**config.mk**
```make
export PLATFORM = sky130hd
export DESIGN_NAME = escaped_frame_encoder_flat
export DESIGN_NICKNAME = d
export VERILOG_FILES = /design/src/efe_pkg.sv /design/src/efe_in_if.sv /design/src/efe_out_if.sv /design/src/efe_ram.sv /design/src/efe_front.sv /design/src/efe_queue.sv /design/src/efe_back.sv /design/src/escaped_frame_encoder.sv /design/src/flat_wrapper.sv
export SDC_FILE = /design/constraint.sdc
export NUM_CORES = 1
export LEC_CHECK = 0
export BUFFER_PORTS_ARGS = -buffer_cell sky130_fd_sc_hd__buf_2
export CORE_MARGIN = 2
export CORE_UTILIZATION = 58
export CTS_BUF_LIST = sky130_fd_sc_hd__clkbuf_2 sky130_fd_sc_hd__clkbuf_4 sky130_fd_sc_hd__clkbuf_8
export CTS_CLUSTER_DIAMETER = 30
export DETAILED_ROUTE_END_ITERATION = 16
export HOLD_SLACK_MARGIN = 0.02
export PLACE_DENSITY = 0.78
export SLEW_MARGIN = 0
export SYNTH_ARGS = -nofsm -noshare
export SYNTH_HDL_FRONTEND = slang
export SYNTH_SLANG_ARGS = --single-unit
export TNS_END_PERCENT = 100
```
**constraint.sdc**
```tcl
create_clock -name clk -period 3.3 [get_ports clk]
set_input_delay 0.66 -clock clk [delete_from_list [all_inputs] [get_ports clk]]
set_output_delay 0.66 -clock clk [all_outputs]
set_load 0.01 [all_outputs]
```
**src/efe_pkg.sv**
```systemverilog
// ----------------------------------------------------------------------------
// efe_pkg
// Shared constants, command type and state encoding for the escaped frame
// encoder.
// ----------------------------------------------------------------------------
package efe_pkg;

  // frame limits
  localparam int MAX_BYTES   = 29;
  localparam int CNT_W       = 5;
  localparam int STORE_DEPTH = 2 * MAX_BYTES;
  localparam int STORE_AW    = $clog2(STORE_DEPTH);

  // command queue between front and back
  localparam int QDEPTH = 2;
  localparam int Q_AW   = $clog2(QDEPTH);

  // character codes
  localparam logic [7:0]  ESC_CHAR    = 8'h23;
  localparam logic [7:0]  DEL_CHAR    = 8'h7F;
  localparam logic [7:0]  CTRL_LIMIT  = 8'h20;
  localparam logic [7:0]  LEN_BIAS    = 8'h20;
  localparam logic [7:0]  NEWLINE     = 8'h0A;
  localparam logic [31:0] MAGIC_RESET = 32'hDEADBEEF;

  // one classified payload byte
  typedef struct packed {
    logic [7:0] data;
    logic       esc;
    logic       drop;
    logic       last;
  } cmd_t;

  // back end sequencer
  typedef enum logic [6:0] {
    ST_IDLE  = 7'b0000001,
    ST_ESC2  = 7'b0000010,
    ST_MAGIC = 7'b0000100,
    ST_LEN   = 7'b0001000,
    ST_RD    = 7'b0010000,
    ST_DATA  = 7'b0100000,
    ST_NL    = 7'b1000000
  } state_t;

endpackage

```
**src/efe_in_if.sv**
```systemverilog
// ----------------------------------------------------------------------------
// efe_in_if
// Payload byte channel: one raw byte and a last flag per transaction.
// ----------------------------------------------------------------------------
interface efe_in_if;
  logic       valid;
  logic       ready;
  logic [7:0] data_byte;
  logic       last;

  modport source (output valid, output data_byte, output last, input ready);
  modport sink   (input valid, input data_byte, input last, output ready);
endinterface

```
**src/efe_out_if.sv**
```systemverilog
// ----------------------------------------------------------------------------
// efe_out_if
// Encoded frame channel: one output byte with frame end and overflow flags.
// ----------------------------------------------------------------------------
interface efe_out_if;
  logic       valid;
  logic       ready;
  logic [7:0] out_byte;
  logic       frame_end;
  logic       overflow;

  modport source (output valid, output out_byte, output frame_end, output overflow,
                  input ready);
  modport sink   (input valid, input out_byte, input frame_end, input overflow,
                  output ready);
endinterface

```
**src/efe_ram.sv**
```systemverilog
// ----------------------------------------------------------------------------
// efe_ram
// Generic single write port, single read port RAM with registered read data.
// ----------------------------------------------------------------------------
module efe_ram #(
  parameter int WIDTH = 8,
  parameter int DEPTH = 58
) (
  input  logic                     clk,
  input  logic                     we,
  input  logic [$clog2(DEPTH)-1:0] waddr,
  input  logic [WIDTH-1:0]         wdata,
  input  logic                     re,
  input  logic [$clog2(DEPTH)-1:0] raddr,
  output logic [WIDTH-1:0]         rdata
);

  logic [WIDTH-1:0] mem_r [DEPTH];
  logic [WIDTH-1:0] rdata_r;

  // write port
  always_ff @(posedge clk) begin
    if (we) begin
      mem_r[waddr] <= wdata;
    end
  end

  // registered read port
  always_ff @(posedge clk) begin
    if (re) begin
      rdata_r <= mem_r[raddr];
    end
  end

  assign rdata = rdata_r;

endmodule

```
**src/efe_front.sv**
```systemverilog
// ----------------------------------------------------------------------------
// efe_front
// Accepts payload bytes, classifies them as plain, escaped or dropped and
// hands them to the command queue.
// ----------------------------------------------------------------------------
module efe_front (
  input  logic          clk,
  input  logic          rst_n,
  efe_in_if.sink        in_ch,
  input  logic          q_full,
  output logic          q_push,
  output efe_pkg::cmd_t q_cmd
);
  import efe_pkg::*;

  logic [CNT_W-1:0] acc_cnt_r;
  logic [CNT_W-1:0] acc_cnt_nxt;
  logic             full_frame;

  // take a byte whenever the queue has room
  assign in_ch.ready = !q_full;
  assign q_push      = in_ch.valid && !q_full;

  // classify the incoming byte
  assign full_frame = acc_cnt_r >= CNT_W'(MAX_BYTES);

  always_comb begin
    q_cmd.data = in_ch.data_byte;
    q_cmd.esc  = (in_ch.data_byte < CTRL_LIMIT) || (in_ch.data_byte == ESC_CHAR) ||
                 (in_ch.data_byte == DEL_CHAR);
    q_cmd.drop = full_frame;
    q_cmd.last = in_ch.last;
  end

  // accepted byte count per frame
  always_comb begin
    acc_cnt_nxt = acc_cnt_r;
    if (q_push) begin
      if (in_ch.last) begin
        acc_cnt_nxt = '0;
      end else if (!full_frame) begin
        acc_cnt_nxt = acc_cnt_r + 1'b1;
      end
    end
  end

  always_ff @(posedge clk) begin
    if (!rst_n) begin
      acc_cnt_r <= '0;
    end else begin
      acc_cnt_r <= acc_cnt_nxt;
    end
  end

endmodule

```
**src/efe_queue.sv**
```systemverilog
// ----------------------------------------------------------------------------
// efe_queue
// Short command queue that decouples the front end from the back end.
// ----------------------------------------------------------------------------
module efe_queue (
  input  logic          clk,
  input  logic          rst_n,
  input  logic          push,
  input  efe_pkg::cmd_t push_cmd,
  output logic          full,
  input  logic          pop,
  output logic          head_valid,
  output efe_pkg::cmd_t head_cmd
);
  import efe_pkg::*;

  cmd_t          mem_r [QDEPTH];
  logic [Q_AW-1:0] wr_ptr_r;
  logic [Q_AW-1:0] rd_ptr_r;
  logic [Q_AW:0]   count_r;

  assign full       = count_r == (Q_AW+1)'(QDEPTH);
  assign head_valid = count_r != '0;
  assign head_cmd   = mem_r[rd_ptr_r];

  // entry storage
  always_ff @(posedge clk) begin
    if (push) begin
      mem_r[wr_ptr_r] <= push_cmd;
    end
  end

  // pointers and fill count
  always_ff @(posedge clk) begin
    if (!rst_n) begin
      wr_ptr_r <= '0;
      rd_ptr_r <= '0;
      count_r  <= '0;
    end else begin
      if (push) begin
        wr_ptr_r <= (wr_ptr_r == Q_AW'(QDEPTH - 1)) ? '0 : wr_ptr_r + 1'b1;
      end
      if (pop) begin
        rd_ptr_r <= (rd_ptr_r == Q_AW'(QDEPTH - 1)) ? '0 : rd_ptr_r + 1'b1;
      end
      unique case ({push, pop})
        2'b10:   count_r <= count_r + 1'b1;
        2'b01:   count_r <= count_r - 1'b1;
        default: count_r <= count_r;
      endcase
    end
  end

endmodule

```
**src/efe_back.sv**
```systemverilog
// ----------------------------------------------------------------------------
// efe_back
// Writes escaped bytes into the frame store and, on the last byte, plays out
// magic word, length, stored bytes and newline through the output register.
// ----------------------------------------------------------------------------
module efe_back (
  input  logic          clk,
  input  logic          rst_n,
  input  logic          cfg_we,
  input  logic [31:0]   cfg_wdata,
  input  logic          q_valid,
  input  efe_pkg::cmd_t q_head,
  output logic          q_pop,
  efe_out_if.source     out_ch
);
  import efe_pkg::*;

  state_t              state_r, state_nxt;
  logic [STORE_AW-1:0] cnt_r, cnt_nxt;
  logic [STORE_AW-1:0] idx_r, idx_nxt;
  logic [1:0]          mag_idx_r, mag_idx_nxt;
  logic                drop_r, drop_nxt;
  logic [7:0]          byte_r, byte_nxt;
  logic                last_r, last_nxt;
  logic [31:0]         magic_r, magic_nxt;
  logic                ov_r, ov_nxt;
  logic [7:0]          ob_r, ob_nxt;
  logic                fe_r, fe_nxt;
  logic                of_r, of_nxt;

  logic                we;
  logic [7:0]          wdata;
  logic                re;
  logic [7:0]          rdata;
  logic                slot_free;
  logic [31:0]         mag_shift;

  // frame store
  efe_ram #(
    .WIDTH (8),
    .DEPTH (STORE_DEPTH)
  ) u_store (
    .clk   (clk),
    .we    (we),
    .waddr (cnt_r),
    .wdata (wdata),
    .re    (re),
    .raddr (idx_r),
    .rdata (rdata)
  );

  // output register drive
  assign out_ch.valid     = ov_r;
  assign out_ch.out_byte  = ob_r;
  assign out_ch.frame_end = fe_r;
  assign out_ch.overflow  = of_r;

  assign slot_free = !ov_r || out_ch.ready;
  assign mag_shift = magic_r >> {~mag_idx_r, 3'b000};

  // sequencer
  always_comb begin
    state_nxt   = state_r;
    cnt_nxt     = cnt_r;
    idx_nxt     = idx_r;
    mag_idx_nxt = mag_idx_r;
    drop_nxt    = drop_r;
    byte_nxt    = byte_r;
    last_nxt    = last_r;
    magic_nxt   = cfg_we ? cfg_wdata : magic_r;
    ov_nxt      = ov_r && !out_ch.ready;
    ob_nxt      = ob_r;
    fe_nxt      = fe_r;
    of_nxt      = of_r;
    we          = 1'b0;
    wdata       = '0;
    re          = 1'b0;
    q_pop       = 1'b0;

    unique case (state_r)
      // take one command, write its first byte
      ST_IDLE: begin
        mag_idx_nxt = '0;
        if (q_valid) begin
          q_pop    = 1'b1;
          byte_nxt = q_head.data;
          last_nxt = q_head.last;
          if (q_head.drop) begin
            drop_nxt  = 1'b1;
            state_nxt = q_head.last ? ST_MAGIC : ST_IDLE;
          end else begin
            we      = 1'b1;
            wdata   = q_head.esc ? ESC_CHAR : q_head.data;
            cnt_nxt = cnt_r + 1'b1;
            if (q_head.esc) begin
              state_nxt = ST_ESC2;
            end else begin
              state_nxt = q_head.last ? ST_MAGIC : ST_IDLE;
            end
          end
        end
      end
      // second byte of an escape pair
      ST_ESC2: begin
        we        = 1'b1;
        wdata     = byte_r + ESC_CHAR;
        cnt_nxt   = cnt_r + 1'b1;
        state_nxt = last_r ? ST_MAGIC : ST_IDLE;
      end
      // sync bytes, most significant first
      ST_MAGIC: begin
        if (slot_free) begin
          ov_nxt      = 1'b1;
          ob_nxt      = mag_shift[7:0];
          fe_nxt      = 1'b0;
          of_nxt      = drop_r;
          mag_idx_nxt = mag_idx_r + 1'b1;
          if (mag_idx_r == 2'd3) begin
            state_nxt = ST_LEN;
          end
        end
      end
      // length byte
      ST_LEN: begin
        if (slot_free) begin
          ov_nxt    = 1'b1;
          ob_nxt    = {{(8-STORE_AW){1'b0}}, cnt_r} + LEN_BIAS;
          fe_nxt    = 1'b0;
          of_nxt    = drop_r;
          idx_nxt   = '0;
          state_nxt = (cnt_r == '0) ? ST_NL : ST_RD;
        end
      end
      // fetch one stored byte
      ST_RD: begin
        re        = 1'b1;
        state_nxt = ST_DATA;
      end
      // send the fetched byte
      ST_DATA: begin
        if (slot_free) begin
          ov_nxt    = 1'b1;
          ob_nxt    = rdata;
          fe_nxt    = 1'b0;
          of_nxt    = drop_r;
          idx_nxt   = idx_r + 1'b1;
          state_nxt = (idx_r + 1'b1 == cnt_r) ? ST_NL : ST_RD;
        end
      end
      // terminating newline, then a fresh frame
      ST_NL: begin
        if (slot_free) begin
          ov_nxt    = 1'b1;
          ob_nxt    = NEWLINE;
          fe_nxt    = 1'b1;
          of_nxt    = drop_r;
          cnt_nxt   = '0;
          drop_nxt  = 1'b0;
          state_nxt = ST_IDLE;
        end
      end
      default: begin
        state_nxt = ST_IDLE;
      end
    endcase
  end

  // control state
  always_ff @(posedge clk) begin
    if (!rst_n) begin
      state_r   <= ST_IDLE;
      cnt_r     <= '0;
      drop_r    <= 1'b0;
      mag_idx_r <= '0;
      magic_r   <= MAGIC_RESET;
      ov_r      <= 1'b0;
    end else begin
      state_r   <= state_nxt;
      cnt_r     <= cnt_nxt;
      drop_r    <= drop_nxt;
      mag_idx_r <= mag_idx_nxt;
      magic_r   <= magic_nxt;
      ov_r      <= ov_nxt;
    end
  end

  // payload registers
  always_ff @(posedge clk) begin
    idx_r  <= idx_nxt;
    byte_r <= byte_nxt;
    last_r <= last_nxt;
    ob_r   <= ob_nxt;
    fe_r   <= fe_nxt;
    of_r   <= of_nxt;
  end

endmodule

```
**src/escaped_frame_encoder.sv**
```systemverilog
// ----------------------------------------------------------------------------
// escaped_frame_encoder
// Byte stuffing frame encoder: escapes and buffers payload bytes, then sends
// magic word, length, escaped payload and newline as one frame.
// ----------------------------------------------------------------------------
// Path: the last payload byte passes the queue entry, the idle state and, when
//   escaped, the escape state before the first frame byte is registered, once
//   earlier commands have drained. Store: one write per plain byte and two per
//   escaped byte; play-out sends magic word, length, stored bytes and newline,
//   with one store read plus one output load per stored byte.
// Reset: synchronous on rst_n; magic word returns to 0xDEADBEEF, no clear pass.
module escaped_frame_encoder (
  input  logic        clk,
  input  logic        rst_n,
  efe_in_if.sink      in_ch,
  efe_out_if.source   out_ch,
  input  logic        cfg_we,
  input  logic [31:0] cfg_wdata
);
  import efe_pkg::*;

  logic q_full;
  logic q_push;
  cmd_t q_cmd;
  logic q_pop;
  logic q_valid;
  cmd_t q_head;

  // classify incoming bytes
  efe_front u_front (
    .clk    (clk),
    .rst_n  (rst_n),
    .in_ch  (in_ch),
    .q_full (q_full),
    .q_push (q_push),
    .q_cmd  (q_cmd)
  );

  // decoupling queue
  efe_queue u_queue (
    .clk        (clk),
    .rst_n      (rst_n),
    .push       (q_push),
    .push_cmd   (q_cmd),
    .full       (q_full),
    .pop        (q_pop),
    .head_valid (q_valid),
    .head_cmd   (q_head)
  );

  // store and frame play-out
  efe_back u_back (
    .clk       (clk),
    .rst_n     (rst_n),
    .cfg_we    (cfg_we),
    .cfg_wdata (cfg_wdata),
    .q_valid   (q_valid),
    .q_head    (q_head),
    .q_pop     (q_pop),
    .out_ch    (out_ch)
  );

endmodule
```
**src/flat_wrapper.sv**
```systemverilog
// flat-port wrapper written by rule: the top's interface ports become plain ports
module escaped_frame_encoder_flat import efe_pkg::*;
  (clk, rst_n, cfg_we, cfg_wdata, in_ch_valid, in_ch_data_byte, in_ch_last, in_ch_ready, out_ch_valid, out_ch_out_byte, out_ch_frame_end, out_ch_overflow, out_ch_ready);
  efe_in_if in_ch_i ();
  efe_out_if out_ch_i ();
  input  logic clk;
  input  logic rst_n;
  input  logic cfg_we;
  input  logic [31:0] cfg_wdata;
  input wire logic [$bits(in_ch_i.valid)-1:0] in_ch_valid;
  input wire logic [$bits(in_ch_i.data_byte)-1:0] in_ch_data_byte;
  input wire logic [$bits(in_ch_i.last)-1:0] in_ch_last;
  output wire logic [$bits(in_ch_i.ready)-1:0] in_ch_ready;
  output wire logic [$bits(out_ch_i.valid)-1:0] out_ch_valid;
  output wire logic [$bits(out_ch_i.out_byte)-1:0] out_ch_out_byte;
  output wire logic [$bits(out_ch_i.frame_end)-1:0] out_ch_frame_end;
  output wire logic [$bits(out_ch_i.overflow)-1:0] out_ch_overflow;
  input wire logic [$bits(out_ch_i.ready)-1:0] out_ch_ready;
  assign in_ch_i.valid = in_ch_valid;
  assign in_ch_i.data_byte = in_ch_data_byte;
  assign in_ch_i.last = in_ch_last;
  assign in_ch_ready = in_ch_i.ready;
  assign out_ch_valid = out_ch_i.valid;
  assign out_ch_out_byte = out_ch_i.out_byte;
  assign out_ch_frame_end = out_ch_i.frame_end;
  assign out_ch_overflow = out_ch_i.overflow;
  assign out_ch_i.ready = out_ch_ready;
  escaped_frame_encoder u_core (.clk(clk), .rst_n(rst_n), .in_ch(in_ch_i), .out_ch(out_ch_i), .cfg_we(cfg_we), .cfg_wdata(cfg_wdata));
endmodule
```
After elaboration in Yosys (flattened, before gate mapping)
Memories as Yosys holds them, arrays and structs flattened. A register that Yosys moved wholly into a read port is not among the register bits.
Cells that the tools add are included.
{"block": "op_classes", "n_addsub": 10, "n_lt_le_gt_ge": 2, "eq_ne": 24, "shift": 1, "muxes": 55, "bitwise": 1, "n_reduce_logical": 29}
{"operator": "7-bit 2-to-1 mux", "n": 8}
{"operator": "8-bit 2-to-1 mux", "n": 7}
{"operator": "7-bit case mux with 7 select lines", "n": 1}
{"operator": "8-bit case mux with 4 select lines", "n": 1}
{"operator": "32-bit by 5-bit >> shifter with 8-bit output", "n": 1}
{"operator": "6-bit 2-to-1 mux", "n": 4}
{"operator": "1-bit 2-to-1 mux", "n": 19}
{"operator": "6-bit case mux with 3 select lines", "n": 1}
{"operator": "8-bit case mux with 2 select lines", "n": 1}
{"operator": "2-bit != test, second input constant", "n": 7}
{"operator": "6-bit by 1-bit adder with 6-bit output, second input constant", "n": 2}
{"operator": "3-bit 2-to-1 mux", "n": 4}
{"operator": "6-bit case mux with 2 select lines", "n": 1}
{"operator": "2-bit nonzero test", "n": 6}
{"operator": "5-bit 2-to-1 mux", "n": 2}
{"operator": "8-bit by 6-bit adder with 8-bit output, second input constant", "n": 1}
{"operator": "8-bit by 6-bit == test with 1-bit output, second input constant", "n": 1}
{"operator": "8-bit by 7-bit == test with 1-bit output, second input constant", "n": 1}
{"operator": "8-bit by 6-bit < comparator with 1-bit output, second input constant", "n": 1}
{"operator": "2-bit case mux with 2 select lines", "n": 2}
{"operator": "2-bit AND reduction", "n": 4}
{"operator": "4-bit AND reduction", "n": 2}
{"operator": "6-bit by 6-bit adder with 7-bit output, second input constant", "n": 1}
{"operator": "7-bit by 1-bit == test with 1-bit output, second input constant", "n": 1}
{"operator": "other kinds (29)", "n": 43}
{"block": "totals", "register_bits": 83, "ramBits": 486, "input_bits": 46, "out_inout_bits": 12, "word_cells": 140, "memories": 2}
{"memory": "u_core.u_back.u_store.mem_r", "depth": 58, "width": 8, "read_ports": 1, "rd_clocked_by_memory_dff": 1, "write_ports": 1, "line": "efe_ram.sv:18", "source": "logic [WIDTH-1:0] mem_r [DEPTH];"}
{"memory": "u_core.u_queue.mem_r", "depth": 2, "width": 11, "read_ports": 1, "rd_clocked_by_memory_dff": 1, "write_ports": 1, "line": "efe_queue.sv:17", "source": "cmd_t mem_r [QDEPTH];"}

Depth between registers and ports, before layout
Gate-level depths: netlist (run 1).
{"block": "logic_depth", "depth_word": 5, "depth_mapped": 9, "depth_no_buf": 8}

Cells and area by module
From an unflattened synthesis (run 1), not the netlist that was laid out.
{"block": "unflattened", "hier_cells": 1399, "hier_area_um2": 23667.7}
{"module": "efe_ram", "instances": 1, "cells_each": 917, "area_per_inst_um2": 18442.7, "seq_area_each_um2": 14173.6}
{"module": "efe_back", "instances": 1, "cells_each": 374, "area_per_inst_um2": 3783.6, "seq_area_each_um2": 1731.7}
{"module": "efe_queue", "instances": 1, "cells_each": 56, "area_per_inst_um2": 1008.5, "seq_area_each_um2": 760.7}
{"module": "efe_front", "instances": 1, "cells_each": 52, "area_per_inst_um2": 432.9, "seq_area_each_um2": 100.1}

Least setup slack after synthesis (run 1)
OpenSTA, ideal clock, no wires.
{"block": "synth_path", "path_type": "reg-to-reg", "start": "register u_core.u_back.state_r[2]", "end": "memory u_core.u_back.u_store.mem_r[0][5] (data pin)", "setup_time_ns": 0.520, "arrival_ns": 2.959, "required_time_ns": 2.780, "slack_ns": -0.180, "path_stages_with_launch": 7, "path_buffers": 2, "period_less_slack_ns": 3.480, "path_cell_list": "dfxtp_1 -> buf_2 -> nor3_4 -> nand2_1 -> or2_2 -> buf_2 -> o22ai_1"}
{"block": "synth_between", "elab_chain_cells": 2, "elab_cells_between_ends": 3, "cone_classes": "2 x eq/ne; 1 x mux"}
{"item": "start: declaration", "line": "efe_back.sv:18", "source": "state_t state_r, state_nxt;"}
{"item": "start signal: assignment", "line": "efe_back.sv:178", "source": "state_r <= state_nxt;"}
{"item": "7-bit by 2-bit == test with 1-bit output or 7-bit by 1-bit == test with 1-bit output (tied branches)", "line": "efe_back.sv:80", "source": "unique case (state_r)"}
{"item": "8-bit case mux with 2 select lines *", "line": "efe_back.sv:80"}
{"item": "named net u_core.u_back.u_store.wdata[5]", "line": "efe_ram.sv:12", "source": "input logic [WIDTH-1:0] wdata,"}
{"item": "end: declaration", "line": "efe_ram.sv:18"}
Mark *: on every way through the listed nets, which the timed path passes. The rest lies on a longest branch.

Final worst setup path (run 1)
{"block": "layout_path", "start": "register u_core.u_back.state_r[3]", "end": "memory u_core.u_back.u_store.mem_r[76][2] (netlist: u_core.u_back.u_store.mem_r[38][2]) (data pin)"}
The elaborated chain is that of the path after synthesis.

==> summary.md, run 1 <==
| Metric | Value |
|---|---|
| Outcome | finished clean |
| Data arrival, critical path | 3.43 ns |
| Die width | approximately 200 µm |
| XOR/XNOR share of the synthesized area | 0.01152 |
| # resized after CTS | 0 |
| RSZ-0062 raised after global routing | false |
| Crit Path Max Fanout | 40 |
| Hold WS | ~0.21 ns |
| Worst Setup Path Type | reg -> reg |
| Maxcap violations | 0 |
| Die Span Y | just over 200 µm |
| Simple-Gate Fraction of Synth Area | 0.05770 |
| GPL Wtd Cong | slightly below 0.9 |
| Synth warn | 0 |
| Critical R2R Launch | u_core.u_back.state_r[3] |
| Final hold vios | 0 |
| Hold path start | cfg_wdata[23] |
| # setup viols final | 0 |
| Async SR Flop Fraction | 0 |
| Iteration-0 DRC Markers | ~1.5k |
| Die area | approximately 0.042 mm² |
| WL final | 51,410 µm |
| Min Tclk post-route | a little under 3 ns |
| Initial Util | 0.5864 |
| Final net count | approximately 1.5k |
| Post-detailed-route wirelength per cell | 24.53 µm |
| F_max | roughly 0.34 GHz |
| Clock insertion delay at the later pin of the skew report | approximately 0.67 ns |
| Row cnt | 73 |
| Worst Hold Depth | 3 |
| Sequential cell area fraction in the yosys report | 0.7212 |
| Total track usage | 0.2536 |
| Yosys top cell by area | edfxtp_1 |
| Critical path required time | between 3 and 4 ns |
| Flop2flop setup slack | roughly 0.36 ns |
| Max Slew Vio Count | 0 |
| CTS Root Cell | clkbuf_8 |
| Crit path from | u_core.u_back.state_r[3] |
| Worst VDD drop | 0.4225 mV |
| Setup repair bufs after CTS | 0 |
| Most frequent cells after synthesis | 519 x edfxtp_1, 119 x mux4_2, 99 x nor2_1 |
| Post-synth EDFFs | 519 |
| H-tree levels | 3 |
| # fillers | between 2k and 2.5k |
| WHS Endpoint | u_core.u_back.magic_r[23] |
| Reg-to-Reg End | u_core.u_back.u_store.mem_r[38][2] |
| GRT Residual Overflow | 0 |
| Static leakage | 9.327 nW |
| Final Skew | 0.03747 ns |
| Post-route ant nets | 0 |
| Worst Reg-to-Reg Cells | 5 |
| Total number of vias | roughly 13k |
| Clock-pin slew on the worst setup and hold paths | 0.06 ns |
| Synth Net Count | roughly 1.4k |
| Port Buf Inserts | 57 |
| Placeable Area | slightly below 0.04 mm² |
| Synth area leaders | edfxtp_1 67%, mux4_2 12%, dfxtp_1 5.1%, mux2i_1 2.4%, nor2_1 1.6% |
| CP Capture Type | register |
| DRC | 0 |
| # clock sinks | just under 600 |
| Area growth, synth to finish | 16.55% |
| Tcrit/Tclk final | 0.8898 |
| Drt pass-1 iters | 6 |
| Post-synthesis mux area share | 0.1466 |
| Cts hold-fix bufs | 0 |
| Adder-Cell Fraction of Synth Area | 0.004306 |
| Drt via density | a little over 6 |
| Share of cells above drive strength 1 | 0.2985 |
| Compound-Gate Fraction of Synth Area | 0.04123 |
| Yosys reg bits | 578 |
| Detailed Place HPWL | around 32,000 µm |
| CP startpoint kind | register |
| Ports | 58 |
| Most common cell in the synthesized netlist | edfxtp_1 |
| Synth unique cells | 65 |
| Slew headroom | 0.2454 |
| Least-Margin Pin Slew | around 1.1 ns |
| Cell Area, Synth | between 0.02 and 0.025 mm² |
| Setup WS post-layout | roughly 0.36 ns |
| Cells after Synth | 1,305 |
| N_diodes | 0 |
| TritonCTS clock tree | built |
| CTS Buf Count | about 100 |
| Largest family of logic cells by synthesized area | multiplexers |
| Max clock buf depth | 3 |
| Pre-CTS setup slack | around 0.44 ns |
| Post-Syn Area per Cell | 17.81 µm² |
| Largest net degree at the start of global routing | between 60 and 70 |
| Setup TNS | 0 ns |
| Vias in the first global route | 13.24k |
| First-pass GRT wire length | slightly below 80,000 µm |
| Hold Path Class | in -> reg |
| Initial antenna violation count | 0 |
| Top cell type's share of synthesized area | 0.6704 |
| Pwr/cell area | about 680 mW/mm² |
| Top FF cell, synth | edfxtp_1 |
registers in the layout, summed over array words and instances (netlist names), 2 cells and up, named ones only:
signal,flops
u_core.u_front.acc_cnt_r,5
u_core.u_back.magic_r,32
u_core.u_back.byte_r,8
u_core.u_back.cnt_r,6
u_core.u_queue.mem_r,22
u_core.u_queue.count_r,2
u_core.u_back.u_store.mem_r,464
u_core.u_back.u_store.rdata,8
u_core.u_back.mag_idx_r,2
u_core.u_back.idx_r,6
u_core.u_back.state_r,7
u_core.u_back.out_ch.out_byte,8
per-stage QoR:
step,util,instance area (µm²),power (mW),cells
2_1_floorplan,-,23250,10.21,1305
3_3_place_gp,0.6240,24730,11.02,1907
3_5_place_dp,0.6240,24730,11.12,1907
4_1_cts,0.6835,27090,18.51,2096
5_1_grt,0.6835,27090,19.04,2096
6_report,0.6835,27090,18.42,2096
cells in the final DEF, fill, tap and decap left out, types with 12 or more instances in the layout:
cell	Yosys	final
a21oi_1	17	17
nand2_1	67	67
clkbuf_4	0	25
clkbuf_8	0	110
nand3_1	32	32
edfxtp_1	519	519
buf_2	21	57
clkinv_1	2	17
a22oi_1	38	38
dfxtp_1	59	59
xor2_1	12	12
o21ai_0	15	15
nor2_1	99	99
xnor2_1	16	16
inv_1	12	12
mux2i_1	55	55
buf_4	9	83
mux4_2	119	119
nor2b_1	20	20
bufinv_16	0	14
layout make-up:
| type | count | area (µm²) | area share |
|---|---|---|---|
| inverter | 14 | 52.55 | 0.001940 |
| sequential | 578 | 16770 | 0.6188 |
| clock inverter | 54 | 658.1 | 0.02429 |
| timing repair buffer | 147 | 1049 | 0.03870 |
| tap | 525 | 656.9 | 0.02424 |
| multi-input combinational | 643 | 6210 | 0.2292 |
| clock buffer | 135 | 1702 | 0.06281 |
worst max path at each step:
stage / slack (ns) / to
final: 0.36 / u_core.u_back.u_store.mem_r[38][2]
after global routing: 0.18 / u_core.u_back.u_store.mem_r[13][4]
after CTS: 0.44 / u_core.u_back.u_store.mem_r[37][2]
after detailed placement: 0.44 / u_core.u_back.u_store.mem_r[26][2]
after global placement: 0.52 / u_core.u_back.u_store.mem_r[28][2]
after floorplan: -0.15 / u_core.u_back.u_store.mem_r[0][0]
layer usage:
| metal | vias to the layer above | wire [µm] | GRT usage |
|---|---|---|---|
| met3 | 115 | 4020 | 0.05006 |
| met1 | 6589 | 19720 | 0.3333 |
| met4 | 0 | 1472 | 0.09006 |
| met2 | 637 | 26190 | 0.4259 |
| li1 | 5601 | - | - |
| met5 | - | 0 | 0 |
cells by family (layout without fill, tap and decap cells):
group / Yosys count / in the layout
muxes: 187 / 187
DFF: 578 / 578
and+or+nand+nor: 282 / 282
AOI/OAI and AO/OA: 137 / 137
adders and majority gates: 8 / 8
buffers and inverters: 84 / 350
xor gates and xnor gates: 29 / 29
report_power, final:
group	total [mW]	internal, mW	switching [mW]
clock	7.42	4.50	2.92
combinational	2.06	0.635	1.42
sequential	8.94	8.77	0.169
total	18.4	13.9	4.51
worst max-delay path, cell delays in order, from the launching register on:
cell	delay [ns]
dfxtp_1	0.50
nor3_4	0.39
nand2_1	0.18
or2_2	0.53
o2bb2ai_4	0.84
buf_4	0.31
(Power assumes the default switching activity.)
==> run 2, diff against run 1 <==
--- a/config.mk
+++ b/config.mk
@@ -6,7 +6,7 @@
 export NUM_CORES = 1
 export LEC_CHECK = 0
 export BUFFER_PORTS_ARGS = -buffer_cell sky130_fd_sc_hd__buf_2
-export CORE_MARGIN = 2
+export CORE_MARGIN = 4
 export CORE_UTILIZATION = 58
 export CTS_BUF_LIST = sky130_fd_sc_hd__clkbuf_2 sky130_fd_sc_hd__clkbuf_4 sky130_fd_sc_hd__clkbuf_8
 export CTS_CLUSTER_DIAMETER = 30
==> summary.md, run 2 (same netlist as run 1, synthesis figures left out) <==
| Metric | Value |
|---|---|
| Pre-CTS setup slack | 0.4226 ns (-0.01319 ns) |
| Detailed Place HPWL | 31,580 µm (-1.1%) |
| H-tree levels | 3 (unchanged) |
| Maxcap violations | 0 (unchanged) |
| Flop2flop setup slack | 0.39 ns (+0.02 ns) |
| Pwr/cell area | 686.7 mW/mm² (+1.0%) |
| Clock-pin slew on the worst setup and hold paths | 0.06 ns (about the same) |
| Initial Util | 0.5864 (unchanged) |
| WL final | 50,230 µm (-2.3%) |
| Fin area | 0.02721 mm² (+0.42%) |
| Die area | 0.04335 mm² (+4.0%) |
| GPL Wtd Cong | 0.8989 (+2.3%) |
| Max reg flops | 464 (unchanged) |
| Placed cell area | 0.02472 mm² (about the same) |
| Ports | 58 (unchanged) |
| CTS Root Cell | clkbuf_8 |
| CTS Buf Count | 107 (+4.9%) |
| TritonCTS clock tree | built |
| Post-detailed-route wirelength per cell | 23.87 µm (-2.7%) |
| Least-Margin Pin Slew | 1.158 ns (+0.03459 ns) |
| Final Skew | 0.01681 ns (-0.02066 ns) |
| CP startpoint kind | register |
| Worst Setup Path Type | reg -> reg |
| # clock sinks | 578 (unchanged) |
| First-pass GRT wire length | 77,850 µm (-0.12%) |
| Outcome | finished clean |
| Largest regs | u_core.u_back.u_store.mem_r: 464 flops, u_core.u_back.magic_r: 32 flops, u_core.u_queue.mem_r: 22 flops |
| Static leakage | 9.367 nW (+0.43%) |
| F_max | 0.3432 GHz (+0.77%) |
| Psw | 4.599 mW (+1.9%) |
| Setup WS post-layout | 0.3860 ns (+0.02232 ns) |
| Total track usage | 0.2335 (-0.02008) |
| Placeable Area | 0.03964 mm² (unchanged) |
| RSZ-0062 raised after global routing | false |
| Internal power | 14.08 mW (+1.3%) |
| Final hold vios | 0 (unchanged) |
| Share of cells above drive strength 1 | 0.3046 (+0.006087) |
| Drt via density | 6.087 (-1.4%) |
| Cts hold-fix bufs | 0 (unchanged) |
| Post-route ant nets | 0 (unchanged) |
| Clock network power share | 0.412 (+0.009) |
| Worst VDD drop | 0.5035 mV (+19%) |
| Critical path required time | 3.80 ns (about the same) |
| Area growth, synth to finish | 17.04% |
| Clock insertion delay at the later pin of the skew report | 0.66 ns (about the same) |
| Commonest non-fill, non-tap cell in the layout | edfxtp_1 |
| Slew headroom | 0.2221 (-0.02324) |
| Tot Pwr | 18.68 mW (+1.4%) |
| Hold Path Class | in -> reg |
| Drt pass-1 iters | 6 (unchanged) |
| Die width | 208.2 µm (+2.0%) |
| Data arrival, critical path | 3.42 ns (about the same) |
| Crit Path Max Fanout | 37 (-7.5%) |
| Tcrit/Tclk final | 0.8830 (-0.006762) |
| CP Capture Type | register |
| # setup viols final | 0 (unchanged) |
| Largest net degree at the start of global routing | 64 (-4.5%) |
| Initial antenna violation count | 1 (+1) |
| Max Slew Vio Count | 0 (unchanged) |
| Vias in the first global route | 13.18k (-0.45%) |
| # resized after CTS | 0 (unchanged) |
| Port Buf Inserts | 57 (unchanged) |
| Reg power frac | 0.478 (-0.008) |
| Total number of vias | 12.81k (-1.1%) |
| Die Span Y | 208.2 µm (+2.0%) |
| Setup repair bufs after CTS | 0 (unchanged) |
| # fillers | 2,489 (+0.48%) |
| Hold WS | 0.2073 ns (-0.003784 ns) |
| Min Tclk post-route | 2.914 ns (-0.02232 ns) |
| Largest Register | u_core.u_back.u_store.mem_r |
| GRT Residual Overflow | 0 (unchanged) |
| Iteration-0 DRC Markers | 1,365 (-7.5%) |
| Final net count | 1,542 (+0.13%) |
| Max clock buf depth | 3 (unchanged) |
| Most frequent cells in the layout | 519 x edfxtp_1, 119 x mux4_2, 113 x clkbuf_8, 99 x nor2_1, 79 x buf_4 |
| Switching Fraction | 0.2462 (+0.001128) |
| Combinational share of power | 0.109 (-0.003) |
| Row cnt | 73 (unchanged) |
| DRC | 0 (unchanged) |
| N_diodes | 0 (unchanged) |
run 2: cell types whose count changed in the layout (fill, tap and decap cells not counted), sizes merged:
cell / change
clkinv: +5
clkinvlp: +5
buf: -3
bufinv: +1
clkbuf: +1
inv: -1
run 2: routing by layer:
layer,track usage,part of all wire,vias to the layer above
li1,-,-,5614
met4,0.07271,0.022,2
met3,0.04629,0.080,86
met5,0,0.00014,-
met2,0.3797,0.50,592
met1,0.3262,0.40,6512
run 2: layout make-up:
| class | count | area [µm²] | share of cell area |
|---|---|---|---|
| Inverter | 14 | 52.55 | 0.001931 |
| Tap cell | 525 | 656.9 | 0.02414 |
| Timing Repair Buffer | 144 | 1039 | 0.03817 |
| Clock inverter | 64 | 755.7 | 0.02778 |
| Sequential cell | 578 | 16770 | 0.6162 |
| Multi-Input combinational cell | 643 | 6210 | 0.2282 |
| Clock buffer | 136 | 1728 | 0.06351 |
run 2: metrics by stage:
step	utilization	std cells	setup TNS [ns]
floorplan	-	1305	-59.01
global placement	0.6237	1904	0
detailed placement	0.6237	1904	0
CTS	0.6864	2104	0
global route	0.6864	2104	0
finish	0.6864	2104	0
run 2: power groups by stage:
stage | Sequential (mW) | Clock (mW) | Combinational [mW]
final | 8.94 | 7.70 | 2.05
after global routing | 8.95 | 8.21 | 2.24
after CTS | 8.93 | 7.82 | 2.05
after detailed placement | 9.08 | 0 | 2.05
after global placement | 9.07 | 0 | 1.98
after floorplan | 9.05 | 0 | 1.16
run 2: worst paths after layout:
path,start,to,cells past startpoint
max,u_core.u_back.state_r[3],u_core.u_back.u_store.mem_r[19][6],5
max reg2reg,u_core.u_back.state_r[3],u_core.u_back.u_store.mem_r[19][6],5
min,in_ch_data_byte[0],u_core.u_queue.mem_r[1][3],1
min reg2reg,u_core.u_back.drop_r,u_core.u_back.out_ch.overflow,0
run 2: critical path: stages, from the launching register on:
cell and delay, ns:
dfxtp_1 0.51, nor3_4 0.37, nand2_1 0.18, or2_2 0.52
o2bb2ai_4 0.80, buf_4 0.32
==> run 3, diff against run 2 <==
--- a/config.mk
+++ b/config.mk
@@ -6,6 +6,7 @@
 export NUM_CORES = 1
 export LEC_CHECK = 0
 export BUFFER_PORTS_ARGS = -buffer_cell sky130_fd_sc_hd__buf_2
+export CORE_ASPECT_RATIO = 1.2
 export CORE_MARGIN = 4
 export CORE_UTILIZATION = 58
 export CTS_BUF_LIST = sky130_fd_sc_hd__clkbuf_2 sky130_fd_sc_hd__clkbuf_4 sky130_fd_sc_hd__clkbuf_8
@@ -13,6 +14,7 @@
 export DETAILED_ROUTE_END_ITERATION = 16
 export HOLD_SLACK_MARGIN = 0.02
 export PLACE_DENSITY = 0.78
+export REMOVE_ABC_BUFFERS = 1
 export SLEW_MARGIN = 0
 export SYNTH_ARGS = -nofsm -noshare
 export SYNTH_HDL_FRONTEND = slang
==> summary.md, run 3 (same netlist as run 1, synthesis figures left out) <==
| Metric | Value |
|---|---|
| Port Buf Inserts | 57 (unchanged) |
| # resized after CTS | 0 (unchanged) |
| Crit Path Max Fanout | 44 (+19%) |
| N_diodes | 0 (unchanged) |
| # fillers | 2,632 (+5.7%) |
| Reg power frac | 0.528 (+0.050) |
| Critical path, cell by cell | nor2_1, nand2_1, or2_2, o2bb2ai_4, buf_4 |
| Critical path required time | 3.80 ns (about the same) |
| Placed cell area | 0.02476 mm² (+0.15%) |
| Total number of vias | 12.72k (-0.65%) |
| WP buf/inv | 1 (unchanged) |
| RSZ-0062 raised after global routing | false |
| Clock insertion delay at the later pin of the skew report | 0.65 ns (about the same) |
| Hold Path Class | in -> reg |
| CP startpoint kind | register |
| Drt via density | 6.123 (+0.59%) |
| Max Slew Vio Count | 0 (unchanged) |
| Drt pass-1 iters | 5 (-1) |
| CP Capture Type | register |
| Row cnt | 80 (+9.6%) |
| Fin area | 0.02658 mm² (-2.3%) |
| Die width | 190.8 µm (-8.4%) |
| First-pass GRT wire length | 77,470 µm (-0.48%) |
| Combinational share of power | 0.115 (+0.006) |
| Max reg flops | 464 (unchanged) |
| Switching Fraction | 0.2503 (+0.004157) |
| Setup TNS | 0 ns (unchanged) |
| Detailed Place HPWL | 31,850 µm (+0.85%) |
| Die Span Y | 227.3 µm (+9.2%) |
| Pwr/cell area | 636.8 mW/mm² (-7.3%) |
| Tot Pwr | 16.92 mW (-9.4%) |
| Outcome | finished clean |
| Data arrival, critical path | 3.59 ns (+0.17 ns) |
| Largest regs | u_core.u_back.u_store.mem_r: 464 flops, u_core.u_back.magic_r: 32 flops, u_core.u_queue.mem_r: 22 flops |
| TritonCTS clock tree | built |
| Internal power | 12.69 mW (-9.9%) |
| Slowest cell on the critical path | o2bb2ai_4 |
| Initial antenna violation count | 0 (-1) |
| Slew headroom | 0.1989 (-0.02318) |
| Initial Util | 0.5865 (about the same) |
| Multi-input combinational cell area | 0.006212 mm² (about the same) |
| Maxcap violations | 0 (unchanged) |
| Dpl cells | 1,917 (+0.68%) |
| Ports | 58 (unchanged) |
| CTS Buf Count | 88 (-18%) |
| Commonest non-fill, non-tap cell in the layout | edfxtp_1 |
| Worst VDD drop | 0.6959 mV (+38%) |
| # clock sinks | 578 (unchanged) |
| Max clock buf depth | 3 (unchanged) |
| DRC | 0 (unchanged) |
| Final net count | 1,528 (-0.91%) |
| Cts hold-fix bufs | 0 (unchanged) |
| F_max | 0.3233 GHz (-5.8%) |
| WL final | 50,250 µm (about the same) |
| Final hold vios | 0 (unchanged) |
| Post-route ant nets | 0 (unchanged) |
| Final Non-Filler Cells | 2,078 (-1.2%) |
| Worst path max stage delay | 0.97 ns (+0.17 ns) |
| CP top delay family | simple AND/OR/NAND/NOR gates |
| Iteration-0 DRC Markers | 1,410 (+3.3%) |
| Total track usage | 0.2372 (+0.003680) |
| Post-detailed-route wirelength per cell | 24.18 µm (+1.3%) |
| Psw | 4.236 mW (-7.9%) |
| Largest net degree at the start of global routing | 59 (-7.8%) |
| GRT Residual Overflow | 0 (unchanged) |
| Die area | 0.04336 mm² (about the same) |
| Clock-pin slew on the worst setup and hold paths | 0.06 ns (about the same) |
| CTS Root Cell | clkbuf_8 |
| GPL Wtd Cong | 0.8951 (-0.42%) |
| Static leakage | 9.097 nW (-2.9%) |
| Flop2flop setup slack | 0.21 ns (-0.18 ns) |
| Least-Margin Pin Slew | 1.202 ns (+0.04367 ns) |
| Setup repair bufs after CTS | 0 (unchanged) |
| H-tree levels | 3 (unchanged) |
| Tcrit/Tclk final | 0.9372 (+0.05420) |
| Min Tclk post-route | 3.093 ns (+0.1788 ns) |
| Worst Setup Path Type | reg -> reg |
| Most frequent cells in the layout | 519 x edfxtp_1, 119 x mux4_2, 98 x nor2_1, 93 x clkbuf_8, 85 x buf_4 |
| Share of cells above drive strength 1 | 0.2854 (-0.01919) |
| # setup viols final | 0 (unchanged) |
| Area growth, synth to finish | 14.34% |
| Clock network power share | 0.356 (-0.056) |
| Largest Register | u_core.u_back.u_store.mem_r |
| Final Skew | 0.02805 ns (+0.01124 ns) |
| Placeable Area | 0.03964 mm² (about the same) |
| Vias in the first global route | 12.95k (-1.7%) |
| Register area | 0.01677 mm² (unchanged) |
## run 3: changes by cell type in the layout (fill, tap and decap cells not counted), sizes merged
cell | previous run | this run
bufinv | 15 | 5
clkinv | 36 | 31
buf | 144 | 149
clkinvlp | 12 | 3
clkbuf | 136 | 119
inv | 15 | 17
## run 3: power groups by stage
stage                     clock network, mW  registers (mW)  logic [mW]
final                                  6.03            8.94        1.95
after CTS                              6.11            8.94        1.95
after detailed placement                  0            9.09        1.94
after floorplan                           0            9.10        1.08
after global routing                   6.49            8.97        2.13
after global placement                    0            9.07        1.85
## run 3: metal layers
layer	track usage	share of wire	up-vias
li1	-	-	5568
met1	0.3101	0.38	6484
met2	0.4167	0.53	599
met3	0.04371	0.075	72
met4	0.06373	0.019	0
met5	0	0	-
## run 3: worst paths after layout
check	from	to	cells after the start
min	cfg_wdata[30]	u_core.u_back.magic_r[30]	3
max reg2reg	u_core.u_back.state_r[5]	u_core.u_back.u_store.mem_r[43][3]	5
min reg2reg	u_core.u_back.drop_r	u_core.u_back.out_ch.overflow	0
max	u_core.u_back.state_r[5]	u_core.u_back.u_store.mem_r[43][3]	5
## run 3: cell type report
type | instances | share of cell area
inverter | 14 | 0.001977
timing repair buffer | 149 | 0.04001
multi-input combinational | 643 | 0.2337
clock buffer | 119 | 0.05550
clock inverter | 42 | 0.01290
sequential | 578 | 0.6308
tap | 533 | 0.02509
## run 3: through the flow
| stage | setup WS [ns] | util | hold slack, ns |
|---|---|---|---|
| 6_report | 0.2071 | 0.6705 | 0.2252 |
| 5_1_grt | 0.1016 | 0.6705 | 0.1874 |
| 2_1_floorplan | -3.161 | - | 0.4090 |
| 3_5_place_dp | 0.2829 | 0.6247 | 0.4229 |
| 4_1_cts | 0.2775 | 0.6705 | 0.1880 |
| 3_3_place_gp | 0.4638 | 0.6247 | 0.4197 |
## run 3: worst register-to-register path: stages (launching register included)
cell,delay [ns]
dfxtp_1,0.45
nor2_1,0.40
nand2_1,0.21
or2_2,0.54
o2bb2ai_4,0.98
buf_4,0.38
